<file path="config.mk">
export PLATFORM = sky130hd
export DESIGN_NAME = histogram_top_three_select_top
export DESIGN_NICKNAME = d
export VERILOG_FILES = /design/src/rtl/htts_pkg.sv /design/src/rtl/histogram_top_three_select_top.sv /design/src/rtl/htts_rank.sv
export SDC_FILE = /design/constraint.sdc
export NUM_CORES = 2
export LEC_CHECK = 0
export ABC_CLOCK_PERIOD_IN_PS = 6100
export BUFFER_PORTS_ARGS = -buffer_cell sky130_fd_sc_hd__buf_4
export CORE_UTILIZATION = 40
export CTS_CLUSTER_DIAMETER = 200
export DETAILED_ROUTE_END_ITERATION = 6
export PLACE_DENSITY_LB_ADDON = 0.1
export SYNTH_ARGS = -nofsm -noshare
export SYNTH_HDL_FRONTEND = slang
export SYNTH_SLANG_ARGS = --single-unit
</file>
<file path="constraint.sdc">
create_clock -name i_clk -period 6.1 [get_ports i_clk]
set_input_delay 0.305 -clock i_clk [delete_from_list [all_inputs] [get_ports i_clk]]
set_output_delay 0.305 -clock i_clk [all_outputs]
set_load 0.01 [all_outputs]
</file>
<file path="src/rtl/htts_pkg.sv">
// shared types and constants for the histogram top-three select block
`timescale 1ns / 1ps

package htts_pkg;

    localparam int SLOTS = 3;
    localparam int IDX_W = 6;
    localparam int CNT_W = 16;

    localparam logic [1:0] CMD_CLEAR  = 2'd0;
    localparam logic [1:0] CMD_INC    = 2'd1;
    localparam logic [1:0] CMD_SELECT = 2'd2;

    typedef enum logic [5:0] {
        S_IDLE  = 6'b000001,
        S_CLEAR = 6'b000010,
        S_INC   = 6'b000100,
        S_SCAN  = 6'b001000,
        S_LAST  = 6'b010000,
        S_DONE  = 6'b100000
    } t_state;

    typedef struct packed {
        logic clear;
        logic insert;
    } t_rank_ctl;

endpackage

</file>
<file path="src/rtl/histogram_top_three_select_top.sv">
// top level of the histogram with top-three select
`timescale 1ns / 1ps

// Histogram of ENTRIES saturating counters with a top-three select.
// Input channel: i_valid / o_stall carry a request of i_cmd and
// i_entry_index; a request is taken when i_valid is high and o_stall low.
// Clear zeroes every counter, one counter per cycle.
// Increment reads then writes one counter and gives no result.
// Select walks the counter memory once, one entry per cycle through a
// single insertion compare unit; the ranked list then loads the result
// register. The memory's one read port sets that rate.
// Output channel: o_valid / i_stall carry the first, second and third
// index, valid and count. A result is held steady while i_stall is high;
// a new request may be taken meanwhile, and a later select waits at its
// end until the held result is taken.
// Slots with a zero count read as index 0, valid 0, count 0.
// After reset the block runs a clearing pass over the counter memory
// with o_stall high; no result is pending after reset.
module histogram_top_three_select_top #(
    parameter int ENTRIES    = 64,
    parameter int COUNT_BITS = 16
) (
    input  logic        i_clk,
    input  logic        i_rst_n,
    input  logic        i_valid,
    output logic        o_stall,
    input  logic [1:0]  i_cmd,
    input  logic [5:0]  i_entry_index,
    output logic        o_valid,
    input  logic        i_stall,
    output logic [5:0]  o_first_index,
    output logic        o_first_valid,
    output logic [15:0] o_first_count,
    output logic [5:0]  o_second_index,
    output logic        o_second_valid,
    output logic [15:0] o_second_count,
    output logic [5:0]  o_third_index,
    output logic        o_third_valid,
    output logic [15:0] o_third_count
);

    localparam int AW = (ENTRIES > 1) ? $clog2(ENTRIES) : 1;
    localparam int CW = COUNT_BITS;
    localparam logic [AW-1:0] LAST_ADDR = AW'(ENTRIES - 1);
    localparam logic [CW-1:0] COUNT_MAX = {CW{1'b1}};

    htts_pkg::t_state r_state;
    htts_pkg::t_state n_state;
    logic [AW-1:0]    r_addr;
    logic [AW-1:0]    n_addr;
    logic [CW-1:0]    r_mem [ENTRIES];
    logic [CW-1:0]    r_rd_data;
    logic             r_rd_vld;
    logic [AW-1:0]    r_rd_idx;

    logic             accept;
    logic             in_range;
    logic [AW-1:0]    in_addr;
    logic [AW-1:0]    mem_raddr;
    logic             mem_we;
    logic [CW-1:0]    mem_wdata;
    logic             out_load;
    logic             r_out_valid;

    htts_pkg::t_rank_ctl                      rank_ctl;
    logic [htts_pkg::SLOTS-1:0]               slot_valid;
    logic [htts_pkg::SLOTS-1:0][AW-1:0]       slot_index;
    logic [htts_pkg::SLOTS-1:0][CW-1:0]       slot_count;
    logic [htts_pkg::SLOTS-1:0]               r_res_valid;
    logic [htts_pkg::SLOTS-1:0][htts_pkg::IDX_W-1:0] r_res_index;
    logic [htts_pkg::SLOTS-1:0][htts_pkg::CNT_W-1:0] r_res_count;

    assign accept   = i_valid && (r_state == htts_pkg::S_IDLE);
    assign o_stall  = (r_state != htts_pkg::S_IDLE);
    assign in_addr  = AW'(i_entry_index);
    assign in_range = (32'(i_entry_index) < ENTRIES);
    assign out_load = (r_state == htts_pkg::S_DONE) && (!r_out_valid || !i_stall);

    always_comb begin
        n_state = r_state;
        n_addr  = r_addr;
        case (r_state)
            htts_pkg::S_IDLE: begin
                if (i_valid) begin
                    case (i_cmd)
                        htts_pkg::CMD_CLEAR: begin
                            n_state = htts_pkg::S_CLEAR;
                            n_addr  = '0;
                        end
                        htts_pkg::CMD_INC: begin
                            if (in_range) begin
                                n_state = htts_pkg::S_INC;
                                n_addr  = in_addr;
                            end
                        end
                        htts_pkg::CMD_SELECT: begin
                            n_state = htts_pkg::S_SCAN;
                            n_addr  = '0;
                        end
                        default: ;
                    endcase
                end
            end
            htts_pkg::S_CLEAR: begin
                n_addr = r_addr + AW'(1);
                if (r_addr == LAST_ADDR) begin
                    n_state = htts_pkg::S_IDLE;
                end
            end
            htts_pkg::S_INC: begin
                n_state = htts_pkg::S_IDLE;
            end
            htts_pkg::S_SCAN: begin
                n_addr = r_addr + AW'(1);
                if (r_addr == LAST_ADDR) begin
                    n_state = htts_pkg::S_LAST;
                end
            end
            htts_pkg::S_LAST: begin
                n_state = htts_pkg::S_DONE;
            end
            htts_pkg::S_DONE: begin
                if (out_load) begin
                    n_state = htts_pkg::S_IDLE;
                end
            end
            default: begin
                n_state = htts_pkg::S_IDLE;
            end
        endcase
    end

    always_ff @(posedge i_clk) begin
        if (!i_rst_n) begin
            r_state  <= htts_pkg::S_CLEAR;
            r_addr   <= '0;
            r_rd_vld <= 1'b0;
        end else begin
            r_state  <= n_state;
            r_addr   <= n_addr;
            r_rd_vld <= (r_state == htts_pkg::S_SCAN);
        end
    end

    // counter memory
    assign mem_raddr = (r_state == htts_pkg::S_IDLE) ? in_addr : r_addr;
    assign mem_we    = (r_state == htts_pkg::S_CLEAR) || (r_state == htts_pkg::S_INC);
    assign mem_wdata = (r_state == htts_pkg::S_CLEAR) ? '0 :
                       (r_rd_data == COUNT_MAX) ? r_rd_data : r_rd_data + CW'(1);

    always_ff @(posedge i_clk) begin
        if (mem_we) begin
            r_mem[r_addr] <= mem_wdata;
        end
        r_rd_data <= r_mem[mem_raddr];
        r_rd_idx  <= r_addr;
    end

    assign rank_ctl.clear  = accept && (i_cmd == htts_pkg::CMD_SELECT);
    assign rank_ctl.insert = r_rd_vld;

    htts_rank #(
        .AW (AW),
        .CW (CW)
    ) u_rank (
        .i_clk        (i_clk),
        .i_rst_n      (i_rst_n),
        .i_ctl        (rank_ctl),
        .i_index      (r_rd_idx),
        .i_count      (r_rd_data),
        .o_slot_valid (slot_valid),
        .o_slot_index (slot_index),
        .o_slot_count (slot_count)
    );

    // result register
    always_ff @(posedge i_clk) begin
        if (!i_rst_n) begin
            r_out_valid <= 1'b0;
        end else if (out_load) begin
            r_out_valid <= 1'b1;
        end else if (!i_stall) begin
            r_out_valid <= 1'b0;
        end
    end

    always_ff @(posedge i_clk) begin
        if (out_load) begin
            for (int k = 0; k < htts_pkg::SLOTS; k++) begin
                if (slot_valid[k] && (slot_count[k] != '0)) begin
                    r_res_valid[k] <= 1'b1;
                    r_res_index[k] <= htts_pkg::IDX_W'(slot_index[k]);
                    r_res_count[k] <= htts_pkg::CNT_W'(slot_count[k]);
                end else begin
                    r_res_valid[k] <= 1'b0;
                    r_res_index[k] <= '0;
                    r_res_count[k] <= '0;
                end
            end
        end
    end

    assign o_valid        = r_out_valid;
    assign o_first_index  = r_res_index[0];
    assign o_first_valid  = r_res_valid[0];
    assign o_first_count  = r_res_count[0];
    assign o_second_index = r_res_index[1];
    assign o_second_valid = r_res_valid[1];
    assign o_second_count = r_res_count[1];
    assign o_third_index  = r_res_index[2];
    assign o_third_valid  = r_res_valid[2];
    assign o_third_count  = r_res_count[2];

endmodule

</file>
<file path="src/rtl/htts_rank.sv">
// ranked list of three entries with the shared insertion compare unit
`timescale 1ns / 1ps

module htts_rank #(
    parameter int AW = 6,
    parameter int CW = 16
) (
    input  logic                            i_clk,
    input  logic                            i_rst_n,
    input  htts_pkg::t_rank_ctl             i_ctl,
    input  logic [AW-1:0]                   i_index,
    input  logic [CW-1:0]                   i_count,
    output logic [htts_pkg::SLOTS-1:0]      o_slot_valid,
    output logic [htts_pkg::SLOTS-1:0][AW-1:0] o_slot_index,
    output logic [htts_pkg::SLOTS-1:0][CW-1:0] o_slot_count
);

    logic [htts_pkg::SLOTS-1:0]         r_vld;
    logic [htts_pkg::SLOTS-1:0][AW-1:0] r_idx;
    logic [htts_pkg::SLOTS-1:0][CW-1:0] r_cnt;
    logic [htts_pkg::SLOTS-1:0]         take;

    always_comb begin
        for (int k = 0; k < htts_pkg::SLOTS; k++) begin
            take[k] = !r_vld[k] || (i_count >= r_cnt[k]);
        end
    end

    always_ff @(posedge i_clk) begin
        if (!i_rst_n) begin
            r_vld <= '0;
        end else if (i_ctl.clear) begin
            r_vld <= '0;
        end else if (i_ctl.insert) begin
            if (take[0]) begin
                r_vld <= {r_vld[1], r_vld[0], 1'b1};
            end else if (take[1]) begin
                r_vld <= {r_vld[1], 1'b1, r_vld[0]};
            end else if (take[2]) begin
                r_vld <= {1'b1, r_vld[1], r_vld[0]};
            end
        end
    end

    // insertion with push-down of the lower slots
    always_ff @(posedge i_clk) begin
        if (i_ctl.insert && !i_ctl.clear) begin
            if (take[0]) begin
                r_idx[2] <= r_idx[1];
                r_cnt[2] <= r_cnt[1];
                r_idx[1] <= r_idx[0];
                r_cnt[1] <= r_cnt[0];
                r_idx[0] <= i_index;
                r_cnt[0] <= i_count;
            end else if (take[1]) begin
                r_idx[2] <= r_idx[1];
                r_cnt[2] <= r_cnt[1];
                r_idx[1] <= i_index;
                r_cnt[1] <= i_count;
            end else if (take[2]) begin
                r_idx[2] <= i_index;
                r_cnt[2] <= i_count;
            end
        end
    end

    assign o_slot_valid = r_vld;
    assign o_slot_index = r_idx;
    assign o_slot_count = r_cnt;

endmodule
</file>
* After elaboration in Yosys (flattened, before gate mapping) *
Memories as Yosys holds them, arrays and structs flattened. A register that Yosys moved wholly into a read port is not among the register bits.
Index checks and enable logic that the tools add are counted.
W data, S select, Z words.

word-level totals
  flip-flop bits (word level) = 158
  memory bits (writable) = 1,024
  input bits = 12
  output and inout port bits = 71
  logic and storage cells = 112
  memories kept = 1

memory list
  memory  depth  width  rd ports  clocked after Yosys merged registers in  write ports  line                                  source
  r_mem   64     16     1         1                                        1            histogram_top_three_select_top.sv:51  logic [CW-1:0] r_mem [ENTRIES];

operators by class
  $add $sub $neg = 2
  magnitude comparators = 3
  eq/ne operators = 18
  mux-type cells = 30
  bitwise operators = 1
  reduce and logical (&&, ||, !) cells = 36

operator list
  cell                     number
  $mux W16                 5
  $mux W6                  9
  $ge A16 B16 Y1           3
  $reduce_bool A16 Y1      3
  $mux W32                 1
  $pmux W6 S5              1
  $pmux W6 S2              2
  $pmux W6 S3              1
  $add A16 B1 Y16 const B  1
  $eq A16 B16 Y1 const B   1
  $eq A6 B6 Y1 const B     2
  $mux W12                 1
  $reduce_and A2 Y1        6
  $mux W3                  3
  $ne A2 B2 Y1 const B     4
  $logic_and A1 B1 Y1      7
  $mux W1                  7
  $add A6 B1 Y6 const B    1
  $eq A6 B1 Y1 const B     1
  $eq A6 B2 Y1 const B     1
  $eq A6 B3 Y1 const B     1
  $eq A6 B4 Y1 const B     1
  $eq A6 B5 Y1 const B     1
  $logic_not A1 Y1         6
  other kinds (14)         21

* Longest topological paths before layout *
  depth in word-level cells = 6
  gate-level depth with buffers = 13

* Hierarchy *
A second synthesis with hierarchy kept.

second synthesis, totals
  cells, all modules = 3,271
  area, all modules = 48,375.1 um2

modules (own cells, without submodules)
  module                          instances  cells an instance  area an instance (um2)  sequential area each (um2)
  histogram_top_three_select_top  1          2,966              44,387.6                33,542.2
  htts_rank                       1          305                3,987.6                 2,042.0

* Worst setup path after synthesis *
OpenSTA, ideal clock, no wires.

  kind = register -> register
  start point = register r_state[1]
  end point = register r_res_count (netlist bit o_first_count[0]) (enable)
  data arrival time = 4,101 ps
  setup slack = 1,481 ps
  stages on the path, launching flop included = 5
  buffers on the path = 1
  clock period less this slack = 4,619 ps
  path through = dfxtp_1 buf_6 nor3_1 nand3_1 a21oi_1

on the way
  longest elaborated chain between the ends = 2

RTL lines
  element                         line                                   source
  start: declaration              histogram_top_three_select_top.sv:47   htts_pkg::t_state r_state;
  start signal: assignment        histogram_top_three_select_top.sv:135  r_state <= htts_pkg::S_CLEAR;
  start signal: assignment        histogram_top_three_select_top.sv:139  r_state <= n_state;
  $eq A6 B6 Y1                    histogram_top_three_select_top.sv:77   assign out_load = (r_state == htts_pkg::S_DONE) && (!r_out_valid || !i_stall);
  $logic_and A1 B1 Y1             histogram_top_three_select_top.sv:77
  via out_load                    histogram_top_three_select_top.sv:62   logic out_load;
  end signal: indexed assignment  histogram_top_three_select_top.sv:193  r_res_count[k] <= htts_pkg::CNT_W'(slot_count[k]);
  end: declaration                histogram_top_three_select_top.sv:71   logic [htts_pkg::SLOTS-1:0][htts_pkg::CNT_W-1:0] r_res_count;

The timed path passes the listed nets, and every way through them passes these cells.
A chain may end at the register's enable or synchronous reset.

* Final worst setup path *
  start point = register r_state[3]
  end point = register r_rd_data[2], read port of r_mem

on the way
  longest elaborated chain between the ends = 2

RTL lines
  element           line                                   source
  $eq A6 B1 Y1      histogram_top_three_select_top.sv:146  assign mem_raddr = (r_state == htts_pkg::S_IDLE) ? in_addr : r_addr;
  $mux W6           histogram_top_three_select_top.sv:146
  end: declaration  histogram_top_three_select_top.sv:52   logic [CW-1:0] r_rd_data;

Every way passes these cells.

==> impl_metrics.yaml <==
critical_path:
  rrSetupSlack_ps: 1830
  crit_path_start_kind: "flip-flop"
  cp.arrival_ps: 4960
  worstSetupPathType: "reg2reg"
  path_max_fanout: 26
  endpoint_kind: "flip-flop"
  critPathRequiredTime_ps: 6790
synth:
  ys_warn_count: 0
  ys_ff_latch: 1198
  synthMuxAreaShare_pct: 2.32
  synth_top_area_share_pct: 68.7
  synthesis.area_um2: 50600
  syn_nets: 3554
  ys.flop_type: "edfxtp_1"
  synthTopCellsByArea: "edfxtp_1 69%, and3_1 5.1%, a21boi_0 3.4%, a211oi_1 2.7%, o22ai_1 2.4%"
  synthAdderAreaFrac_pct: 1.33
  synth-simple-area-share_pct: 10.2
  synthXorXnorAreaFrac_pct: 0.208
  synth_cell_types: 72
  async_flop_share_pct: 0
  seq_area_frac_synth_pct: 70.3
  synth_cells: 3488
  synth_edf_count: 1159
  postSynthAreaPerCell_um2: 14.5
  synth_top_area_cell: "edfxtp_1"
  synth_compound_area_share_pct: 12.8
  synth_top_family_by_area: "compound AO/OA/AOI/OAI gates"
clocking:
  cts_tree: "done"
  post_cts.repair.setup_buffers: 0
  insertion_delay_ps: 780
  cts.sinks: 1198
  cts_resized: 0
  htree_levels: 4
  cts_buffers: 132
  cts_hold_buffers: 10
  clockBufferDepth: 3
  path_clk_slew_ps: 60
  cts-root-buf: "clkbuf_16"
global_routing:
  grt_max_degree: 170
  gr-total-overflow: 0
  first_global_vias: 31100
  grt_use_total_pct: 23.9
  antenna_found_initial: 1
  grt_pass1_wl_um: 221000
route:
  wire_per_inst_um: 28.7
  routed_wl_um: 153000
  postRouteAntennaNets: 0
  viasPerCell: 5.96
  via_count: 31800
  drc: 0
  firstDrtPassIters: 6
  drt_iter0_markers: 3194
sta:
  min_period_over_period_pct: 69.9
  fin_skew_ps: 33.6
  min_period_ps: 4270
  hold_violations: 0
  maxSlewHeadroom_pct: 8.22
  fin_tns_setup_ps: 0
  worst-slew-pin-transition_ps: 1370
  rsz0062_at_grt: "no"
  drv_slew: 0
  clock.fmax_mhz: 234
  setup_viol_count_final: 0
floorplan:
  initial_utilization_pct: 40.3
  die-area_um2: 128000
  die_w_um: 358
  row_count: 130
  ios: 83
  die_h_um: 358
  core-area_um2: 126000
cells_and_area:
  final_cell_mix: "1159 x edfxtp_1, 408 x and3_1, 226 x a21boi_0, 213 x buf_4, 193 x o22ai_1"
  utilization_pct: 46.0
  final_cell_count_no_fill: 5330
  final_common_cell: "edfxtp_1"
  area.sequential_um2: 35600
  drive_gt1_share_pct: 13.5
  area_growth_pct: 14.1
  nNetsFinal: 3642
  design_area_um2: 57800
  fill_cells: 11000
  multiInputGateArea_um2: 13900
power:
  p_leak_nw: 19.7
  p_per_area_nw_per_um2: 394
  ir_drop_uv: 360
placement:
  placedCellCount: 5082
  portBuffers: 82
  place_area_um2: 53500
  globalplace.congestion: 0.883
  place_hpwl_um: 88200
job:
  drv_cap: 0
min_path:
  hold_class: "in2reg"
run_status:
  outcome: "complete, no violations"
## power by group
| part | internal, mW | leakage [nW] | switching, mW |
|---|---|---|---|
| combinational | 1.44 | 6.77 | 3.52 |
| clock | 4.44 | 2.00 | 3.25 |
| sequential | 9.79 | 11.0 | 0.320 |
| total | 15.7 | 19.7 | 7.09 |
## synthesized netlist by cell type (all sizes together), types with 3 or more instances
cell type,n
a211oi,184
a21boi,227
a21o,7
a21oi,29
a22oi,3
a311oi,16
a31oi,37
a41oi,4
and2,53
and3,410
buf,99
clkbuf,179
dfxtp,39
edfxtp,1159
ha,54
inv,55
mux2,43
mux2i,69
nand2,141
nand2b,4
nand3,40
nand3b,17
nand4,29
nor2,112
nor2b,10
nor3,29
nor3b,3
nor4,47
o2111a,64
o211a,3
o211ai,3
o21ai,25
o22a,32
o22ai,193
o31ai,34
or3,5
xnor2,4
xor2,8
## stage by stage
| stage | total power [mW] | setup WS (ps) | hold WS (ps) |
|---|---|---|---|
| 2_1_floorplan | 13.1 | 1480 | 329 |
| 6_report | 22.8 | 1830 | 74.0 |
| 4_1_cts | 22.9 | 1830 | 12.3 |
| 3_3_place_gp | 15.1 | 1950 | 464 |
| 5_1_grt | 23.6 | 1610 | 59.2 |
| 3_5_place_dp | 15.2 | 1870 | 473 |
## sequential cells by signal, indices dropped and copies added, names as in the netlist
signal	count
o_second_index	6
o_third_count	16
u_rank.o_slot_count	48
r_rd_data	16
o_second_count	16
r_addr	6
r_mem	1024
o_third_index	6
o_first_index	6
r_rd_vld	1
o_valid	1
o_first_count	16
u_rank.o_slot_valid	3
r_state	6
u_rank.o_slot_index	18
r_rd_idx	6
r_res_valid	3
## worst paths after layout
| path | to | cells past startpoint | start |
|---|---|---|---|
| setup reg to reg | r_rd_data[2] | 8 | r_state[3] |
| hold / removal | r_state[2] | 5 | i_cmd[1] |
| setup / recovery | r_rd_data[2] | 8 | r_state[3] |
| hold reg to reg | u_rank.o_slot_valid[1] | 2 | u_rank.o_slot_valid[0] |
## per-layer routing
metal,routed length [um],GRT usage [%]
met2,71500,37.8
met5,0,0
met3,10000,4.22
met1,66800,33.2
met4,4440,8.26
## logic make-up after synthesis
family | after synthesis
simple gates | 910
mux | 112
flops | 1198
fa+ha+maj | 54
compound gates | 869
xor+xnor | 12
buf+inv | 333
## worst max-delay path, cell delays in order, from the launching register on
cell	delay (ps)
dfxtp_1	430
or3b_1	640
nor2_8	290
mux2i_4	780
buf_4	530
o31ai_1	160
nor4_1	660
a31oi_1	410
nand4_1	250
## final cells by class
class	instances	share of cell area (%)
flip-flops and latches	1198	61.6
multi-input cells	1957	24.1
clock buffers	175	6.29
well taps	1650	3.57
repair buffers	232	3.25
clock inverters	61	0.853
inverters	55	0.362
diodes	2	0.00866
(Power assumes the default switching activity.)
